File: config.mk
export PLATFORM = sky130hd
export DESIGN_NAME = buffer_sorter_ascending_core
export DESIGN_NICKNAME = d
export VERILOG_FILES = /design/src/bsa_pkg.sv /design/src/buffer_sorter_ascending_core.sv /design/src/bsa_ram.sv /design/src/bsa_ctrl.sv /design/src/bsa_datapath.sv
export VERILOG_INCLUDE_DIRS = /design/src /design/src/src
export SDC_FILE = /design/constraint.sdc
export NUM_CORES = 2
export LEC_CHECK = 0
export BUFFER_PORTS_ARGS = -buffer_cell sky130_fd_sc_hd__buf_2
export CORE_UTILIZATION = 45
export CTS_CLUSTER_SIZE = 28
export DETAILED_ROUTE_END_ITERATION = 6
export PLACE_DENSITY = 0.6
export SLEW_MARGIN = 20
export SYNTH_ARGS = -nofsm -noshare
export SYNTH_HDL_FRONTEND = slang
export SYNTH_SLANG_ARGS = --single-unit
File: constraint.sdc
create_clock -name i_clk -period 6.4 [get_ports i_clk]
set_input_delay 1.28 -clock i_clk [delete_from_list [all_inputs] [get_ports i_clk]]
set_output_delay 1.28 -clock i_clk [all_outputs]
set_load 0.1 [all_outputs]
File: src/buffer_sorter_ascending_core_assert.svh
// Assertion macros used by the sorter top level.
`ifndef BUFFER_SORTER_ASCENDING_CORE_ASSERT_SVH
`define BUFFER_SORTER_ASCENDING_CORE_ASSERT_SVH

// Same-cycle implication, checked outside reset.
`define BSA_ASSERT_NOW(label, clk, rst_n, ante, cons) \
    label: assert property (@(posedge clk) disable iff (!rst_n) (ante) |-> (cons)) \
        else $error("sorter check failed: same-cycle rule");

// Next-cycle implication, checked outside reset.
`define BSA_ASSERT_NEXT(label, clk, rst_n, ante, cons) \
    label: assert property (@(posedge clk) disable iff (!rst_n) (ante) |=> (cons)) \
        else $error("sorter check failed: next-cycle rule");

`endif

File: src/bsa_pkg.sv
package bsa_pkg;

    // Input request: one element of the run.
    typedef struct packed {
        logic signed [31:0] value;
        logic               last_in;
    } t_in_req;

    // Output request: one element of the sorted run.
    typedef struct packed {
        logic signed [31:0] sorted_value;
        logic               last_out;
        logic               overflow;
    } t_out_req;

    // Controller to datapath commands.
    typedef struct packed {
        logic load_en;     // input request taken
        logic scan_start;  // clear scan state, begin a new min search
        logic scan_run;    // min search in progress
        logic out_take;    // output request taken
    } t_dp_cmd;

    // Datapath to controller status.
    typedef struct packed {
        logic scan_done;   // best candidate settles at this edge
        logic out_last;    // pending result is the final one of the run
    } t_dp_status;

endpackage

File: src/buffer_sorter_ascending_core.sv
// Ascending sorter for runs of up to MAX_ELEMENTS signed 32-bit values. Elements are
// taken one per cycle while loading, into a store with one write and one read port;
// elements arriving when the store is full are dropped and reported on the overflow
// bit of the final result. The request flagged last_in starts the sort: each result
// is found by a min search that reads all n stored elements through the one RAM read
// port, compares each registered read word against the best so far, then presents
// the result. Equal values all come out, in arrival order. No input is taken while a
// run is being sorted or delivered. The store needs no clearing after reset.
module buffer_sorter_ascending_core #(
    parameter int MAX_ELEMENTS = 64
) (
    input  logic              i_clk,
    input  logic              i_rst_n,
    input  logic              i_in_valid,
    output logic              o_in_stall,
    input  bsa_pkg::t_in_req  i_in_data,
    output logic              o_out_valid,
    input  logic              i_out_stall,
    output bsa_pkg::t_out_req o_out_data
);
    import bsa_pkg::*;

    `include "buffer_sorter_ascending_core_assert.svh"

    t_dp_cmd    cmd;
    t_dp_status status;

    bsa_ctrl u_ctrl (
        .i_clk      (i_clk),
        .i_rst_n    (i_rst_n),
        .i_in_valid (i_in_valid),
        .i_in_last  (i_in_data.last_in),
        .o_in_stall (o_in_stall),
        .o_out_valid(o_out_valid),
        .i_out_stall(i_out_stall),
        .o_cmd      (cmd),
        .i_status   (status)
    );

    bsa_datapath #(
        .MAX_ELEMENTS(MAX_ELEMENTS)
    ) u_dp (
        .i_clk     (i_clk),
        .i_rst_n   (i_rst_n),
        .i_cmd     (cmd),
        .o_status  (status),
        .i_in_data (i_in_data),
        .o_out_data(o_out_data)
    );

    // Input is held off while a result is pending
    `BSA_ASSERT_NOW(a_no_load_during_out, i_clk, i_rst_n, o_out_valid, o_in_stall)
    // Final result hands the block back to loading
    `BSA_ASSERT_NEXT(a_last_returns_to_load, i_clk, i_rst_n,
        o_out_valid && !i_out_stall && o_out_data.last_out, !o_out_valid && !o_in_stall)
    // Last input starts a scan, never a result in the next cycle
    `BSA_ASSERT_NEXT(a_last_in_starts_scan, i_clk, i_rst_n,
        i_in_valid && !o_in_stall && i_in_data.last_in, cmd.scan_run && !o_out_valid)

endmodule

File: src/bsa_ram.sv
module bsa_ram #(
    parameter int WIDTH = 32,
    parameter int DEPTH = 64
) (
    input  logic                     i_clk,
    input  logic                     i_we,
    input  logic [$clog2(DEPTH)-1:0] i_waddr,
    input  logic [WIDTH-1:0]         i_wdata,
    input  logic [$clog2(DEPTH)-1:0] i_raddr,
    output logic [WIDTH-1:0]         o_rdata
);

    logic [WIDTH-1:0] r_mem [DEPTH];
    logic [WIDTH-1:0] r_rdata;

    // One write port, one registered read port
    always_ff @(posedge i_clk) begin
        if (i_we) begin
            r_mem[i_waddr] <= i_wdata;
        end
        r_rdata <= r_mem[i_raddr];
    end

    assign o_rdata = r_rdata;

endmodule

File: src/bsa_ctrl.sv
module bsa_ctrl (
    input  logic                i_clk,
    input  logic                i_rst_n,
    input  logic                i_in_valid,
    input  logic                i_in_last,
    output logic                o_in_stall,
    output logic                o_out_valid,
    input  logic                i_out_stall,
    output bsa_pkg::t_dp_cmd    o_cmd,
    input  bsa_pkg::t_dp_status i_status
);
    import bsa_pkg::*;

    typedef enum logic [2:0] {
        S_LOAD = 3'b001,
        S_SCAN = 3'b010,
        S_OUT  = 3'b100
    } t_state;

    t_state r_state;
    t_state n_state;
    logic   in_take;
    logic   out_take;

    assign o_in_stall  = (r_state != S_LOAD);
    assign o_out_valid = (r_state == S_OUT);
    assign in_take     = i_in_valid && (r_state == S_LOAD);
    assign out_take    = o_out_valid && !i_out_stall;

    // Next state
    always_comb begin
        n_state = r_state;
        unique case (r_state)
            S_LOAD: begin
                if (in_take && i_in_last) begin
                    n_state = S_SCAN;
                end
            end
            S_SCAN: begin
                if (i_status.scan_done) begin
                    n_state = S_OUT;
                end
            end
            S_OUT: begin
                if (out_take) begin
                    n_state = i_status.out_last ? S_LOAD : S_SCAN;
                end
            end
            default: n_state = S_LOAD;
        endcase
    end

    always_ff @(posedge i_clk) begin
        if (!i_rst_n) begin
            r_state <= S_LOAD;
        end else begin
            r_state <= n_state;
        end
    end

    // Commands to the datapath
    always_comb begin
        o_cmd.load_en    = in_take;
        o_cmd.out_take   = out_take;
        o_cmd.scan_run   = (r_state == S_SCAN);
        o_cmd.scan_start = (in_take && i_in_last) || (out_take && !i_status.out_last);
    end

endmodule

File: src/bsa_datapath.sv
module bsa_datapath #(
    parameter int MAX_ELEMENTS = 64
) (
    input  logic                i_clk,
    input  logic                i_rst_n,
    input  bsa_pkg::t_dp_cmd    i_cmd,
    output bsa_pkg::t_dp_status o_status,
    input  bsa_pkg::t_in_req    i_in_data,
    output bsa_pkg::t_out_req   o_out_data
);
    import bsa_pkg::*;

    localparam int AW = $clog2(MAX_ELEMENTS);
    localparam int CW = $clog2(MAX_ELEMENTS + 1);
    localparam int KW = 32 + AW;

    // Run bookkeeping
    logic [CW-1:0] r_fill;
    logic          r_dropped;
    logic [CW-1:0] r_out_cnt;
    logic          full;
    logic          out_last;

    // Scan pipeline
    logic [CW-1:0] r_issue;
    logic          r_rd_vld;
    logic [AW-1:0] r_rd_idx;
    logic          issuing;
    logic [31:0]   rd_data;

    // Search keys: value with sign bit flipped, then index as tiebreak
    logic [KW-1:0] r_best_key;
    logic          r_have_best;
    logic [KW-1:0] r_prev_key;
    logic          r_have_prev;
    logic [KW-1:0] cur_key;
    logic          better;

    assign full     = (r_fill == CW'(MAX_ELEMENTS));
    assign out_last = (CW'(r_out_cnt + CW'(1)) == r_fill);
    assign issuing  = i_cmd.scan_run && (r_issue != r_fill);

    bsa_ram #(
        .WIDTH(32),
        .DEPTH(MAX_ELEMENTS)
    ) u_store (
        .i_clk  (i_clk),
        .i_we   (i_cmd.load_en && !full),
        .i_waddr(r_fill[AW-1:0]),
        .i_wdata(i_in_data.value),
        .i_raddr(r_issue[AW-1:0]),
        .o_rdata(rd_data)
    );

    assign cur_key = {~rd_data[31], rd_data[30:0], r_rd_idx};
    assign better  = (!r_have_prev || (cur_key > r_prev_key)) &&
                     (!r_have_best || (cur_key < r_best_key));

    // Fill count, drop flag and result count
    always_ff @(posedge i_clk) begin
        if (!i_rst_n) begin
            r_fill      <= '0;
            r_dropped   <= 1'b0;
            r_out_cnt   <= '0;
            r_have_prev <= 1'b0;
        end else begin
            if (i_cmd.load_en) begin
                if (full) begin
                    r_dropped <= 1'b1;
                end else begin
                    r_fill <= CW'(r_fill + CW'(1));
                end
            end
            if (i_cmd.out_take) begin
                if (out_last) begin
                    r_fill      <= '0;
                    r_dropped   <= 1'b0;
                    r_out_cnt   <= '0;
                    r_have_prev <= 1'b0;
                end else begin
                    r_out_cnt   <= CW'(r_out_cnt + CW'(1));
                    r_have_prev <= 1'b1;
                end
            end
        end
    end

    always_ff @(posedge i_clk) begin
        if (i_cmd.out_take) begin
            r_prev_key <= r_best_key;
        end
    end

    // Min search over the stored run, one read per cycle
    always_ff @(posedge i_clk) begin
        if (!i_rst_n) begin
            r_issue     <= '0;
            r_rd_vld    <= 1'b0;
            r_have_best <= 1'b0;
        end else if (i_cmd.scan_start) begin
            r_issue     <= '0;
            r_rd_vld    <= 1'b0;
            r_have_best <= 1'b0;
        end else begin
            r_rd_vld <= issuing;
            if (issuing) begin
                r_issue <= CW'(r_issue + CW'(1));
            end
            if (r_rd_vld && better) begin
                r_have_best <= 1'b1;
            end
        end
    end

    always_ff @(posedge i_clk) begin
        r_rd_idx <= r_issue[AW-1:0];
        if (r_rd_vld && better) begin
            r_best_key <= cur_key;
        end
    end

    // Last read of the scan lands in this cycle
    assign o_status.scan_done = i_cmd.scan_run && r_rd_vld && (r_issue == r_fill);
    assign o_status.out_last  = out_last;

    assign o_out_data.sorted_value = {~r_best_key[KW-1], r_best_key[KW-2:AW]};
    assign o_out_data.last_out     = out_last;
    assign o_out_data.overflow     = out_last && r_dropped;

endmodule

==> results.toml <==
[synth]
synth_area_sq_um = 84300
yosysSeqAreaShare_pct = 77.2
synth_mux_area_share_pct = 17.1
synthAdderAreaFrac_pct = 1.17
synth-seq-cells = 2190
ys_types = 56
synth_edf_count = 2124
synth_compound_area_share_pct = 1.22
yosysWarnings = 0
synth_nets = 3750
netlist_instances = 3634
ys_async_sr_fraction_pct = 0
avgSynthCellArea_sq_um = 23.2
yosys.area_share.simple_pct = 1.34
synth-xor-area-share_pct = 0.333
synth_top_family_by_area = "multiplexers"
synth_flop_cell = "edfxtp_1"

[floorplan]
io_pins = 73
coreArea_sq_um = 186000
die_h_um = 435
die_w_um = 435
die_area_sq_um = 189000
initial_core_util_pct = 45.4
row_count = 158

[route]
drc = 0
drt.antenna.violating_nets = 0
vias = 38727
drtIter0Drc = 4675
via_per_inst = 5.95
routed_wl_um = 216000
avgRoutedWirePerCell_um = 33.2
drtPass1Iterations = 5

[global_route]
grt-ovfl-total = 0
grt_pass1_vias = 38402
grt_pass1_wl_um = 304000
grt_max_degree = 69
grt_usage_pct = 22.9
antenna_found_initial = 10

[worst_setup_path]
endpoint_kind = "output port"
arrival_ns = 3.16
cp_max_fo = 8
critPathLaunchType = "register"
cp_data_required_time_ns = 5.12
critPathKind = "reg2out"
r2r_slack_ns = 2.05

[run_status]
outcome = "finished, final reports clean"

[clocking]
htreeDepth = 4
ctsResizeCount = 0
postCtsSetupRepairBufs = 0
clock_path_buffers = 3
insertion_delay_ns = 0.86
ctsHoldBuffers = 0
cts_tree = "done"
clkSlewWorstSetupHoldPaths_ns = 0.06
root_buffer = "clkbuf_16"
cts_buffers = 216
clock_sinks = 2190

[run]
max_cap_violations = 0

[hold_path]
hold_class = "reg2reg"

[timing]
fin_worst_skew_ns = 0.0447
hold_violations = 0
finalSetupTns_ns = 0
relSlewSlack_pct = 24.4
setup_slack_ns = 1.96
fmaxAchievable_mhz = 225
grt_setup_unrepaired = "false"
tightest_slew_ns = 1.13
slew_viol_final = 0
setup_viol = 0
min_period_ns = 4.44
period_share_pct = 69.4
hold_ws_ns = 0.451

[final_layout]
regArea_sq_um = 65100
drive_gt1_share_pct = 30.0
postLayoutCoreUtil_pct = 51.5
final_area_sq_um = 95500
synthToLayoutAreaGrowth_pct = 13.3
final_nets = 3955
fillCellCount = 14320
final_cell_count_no_fill = 6505
multi_input_area_sq_um = 18400

[place]
dp_hpwl_um = 133000
dp_cells = 6096
port_buffers = 72
pre_cts_ws_ns = 1.98
gp_congestion = 0.808
placed_cell_area_sq_um = 88700

[power_and_ir_drop]
irDropWorstVdd_mv = 0.251
powerDensity_nw_per_um2 = 299
p_leak_nw = 29.2
fin_total_pwr_mw = 28.6
[sequential cells by signal (all words and copies together), names as in the netlist, 3 cells and up]
signal,count
u_dp.u_store.r_mem,2048
u_dp.r_rd_idx,6
u_dp.r_best_key,38
u_dp.r_prev_key,38
u_ctrl.r_state,3
u_dp.r_issue,7
u_dp.r_fill,7
u_dp.r_out_cnt,7
u_dp.u_store.o_rdata,32
[cells in the mapped netlist (4+ instances only)]
cell type	number	area share, %
edfxtp_1	2124	76
mux4_2	640	17
clkbuf_1	108	0.48
nor2_1	99	0.44
inv_1	87	0.39
ha_1	79	1.2
dfxtp_1	66	1.6
a22oi_1	65	0.58
nand2_1	58	0.26
buf_4	42	0.37
a21oi_1	39	0.23
buf_2	39	0.23
nand3_1	20	0.12
nand4_1	19	0.14
xor2_1	19	0.20
buf_1	15	0.067
xnor2_1	13	0.14
a21o_1	12	0.11
o21ai_0	11	0.065
nor3_1	9	0.053
and3_1	6	0.045
nor2b_1	5	0.037
a211oi_1	4	0.036
nand2b_1	4	0.030
nor4_1	4	0.030
[cell families after synthesis]
kind of cell             after synthesis
multiplexers                         641
XOR/XNOR                              32
AO/OA/AOI/OAI                        152
AND/OR/NAND/NOR                      245
flip-flops                          2190
buffers and inverters                295
adder cells (fa/ha/maj)               79
[path summary, 6_finish.rpt]
| path | from | end | depth (start not counted) |
|---|---|---|---|
| max | u_dp.r_out_cnt[0] | o_out_data[1] | 7 |
| min | u_dp.r_best_key[4] | u_dp.r_prev_key[4] | 0 |
| max reg2reg | u_dp.r_fill[5] | u_dp.u_store.r_mem[53][12] | 5 |
| min reg2reg | u_dp.r_best_key[4] | u_dp.r_prev_key[4] | 0 |
[cells in the final DEF, fill, tap and decap left out, types with 39 or more instances in the layout]
master,n
a21oi_1,39
a22oi_1,65
buf_2,46
buf_4,110
clkbuf_1,55
clkbuf_16,216
clkinv_1,54
dfxtp_1,62
edfxtp_1,2124
ha_1,79
inv_1,86
mux4_2,640
nand2_1,58
nor2_4,65
[area by class of cell]
type,count,area share (%)
inverter,88,0.347
sequential,2190,68.2
antenna,6,0.0157
clock inverter,122,1.03
multi-input combinational,1149,19.2
tap,2480,3.25
timing repair buffer,194,1.99
clock buffer,276,5.95
[power by group]
group / leakage [nW] / internal (mW) / total [mW] / switching (mW)
registers: 19.6 / 15.8 / 15.9 / 0.0619
logic: 6.27 / 0.181 / 0.716 / 0.536
clock network: 3.25 / 6.61 / 12.0 / 5.39
total: 29.2 / 22.6 / 28.6 / 5.99
[worst max-delay path, cell delays in order, from the launching register on]
cell and delay (ns):
dfxtp_1 0.41, ha_1 0.25, and3_1 0.24, nand3_1 0.13
xnor2_1 0.19, o2111ai_1 0.25, inv_2 0.22, buf_2 0.58
[metal layers]
layer | global-route usage (%) | wire length, um
met3 | 4.17 | 15400
met4 | 5.81 | 5020
met2 | 36.2 | 105000
met1 | 33.1 | 90400
met5 | 0 | 0
Power figures use the tool's default switching activity.
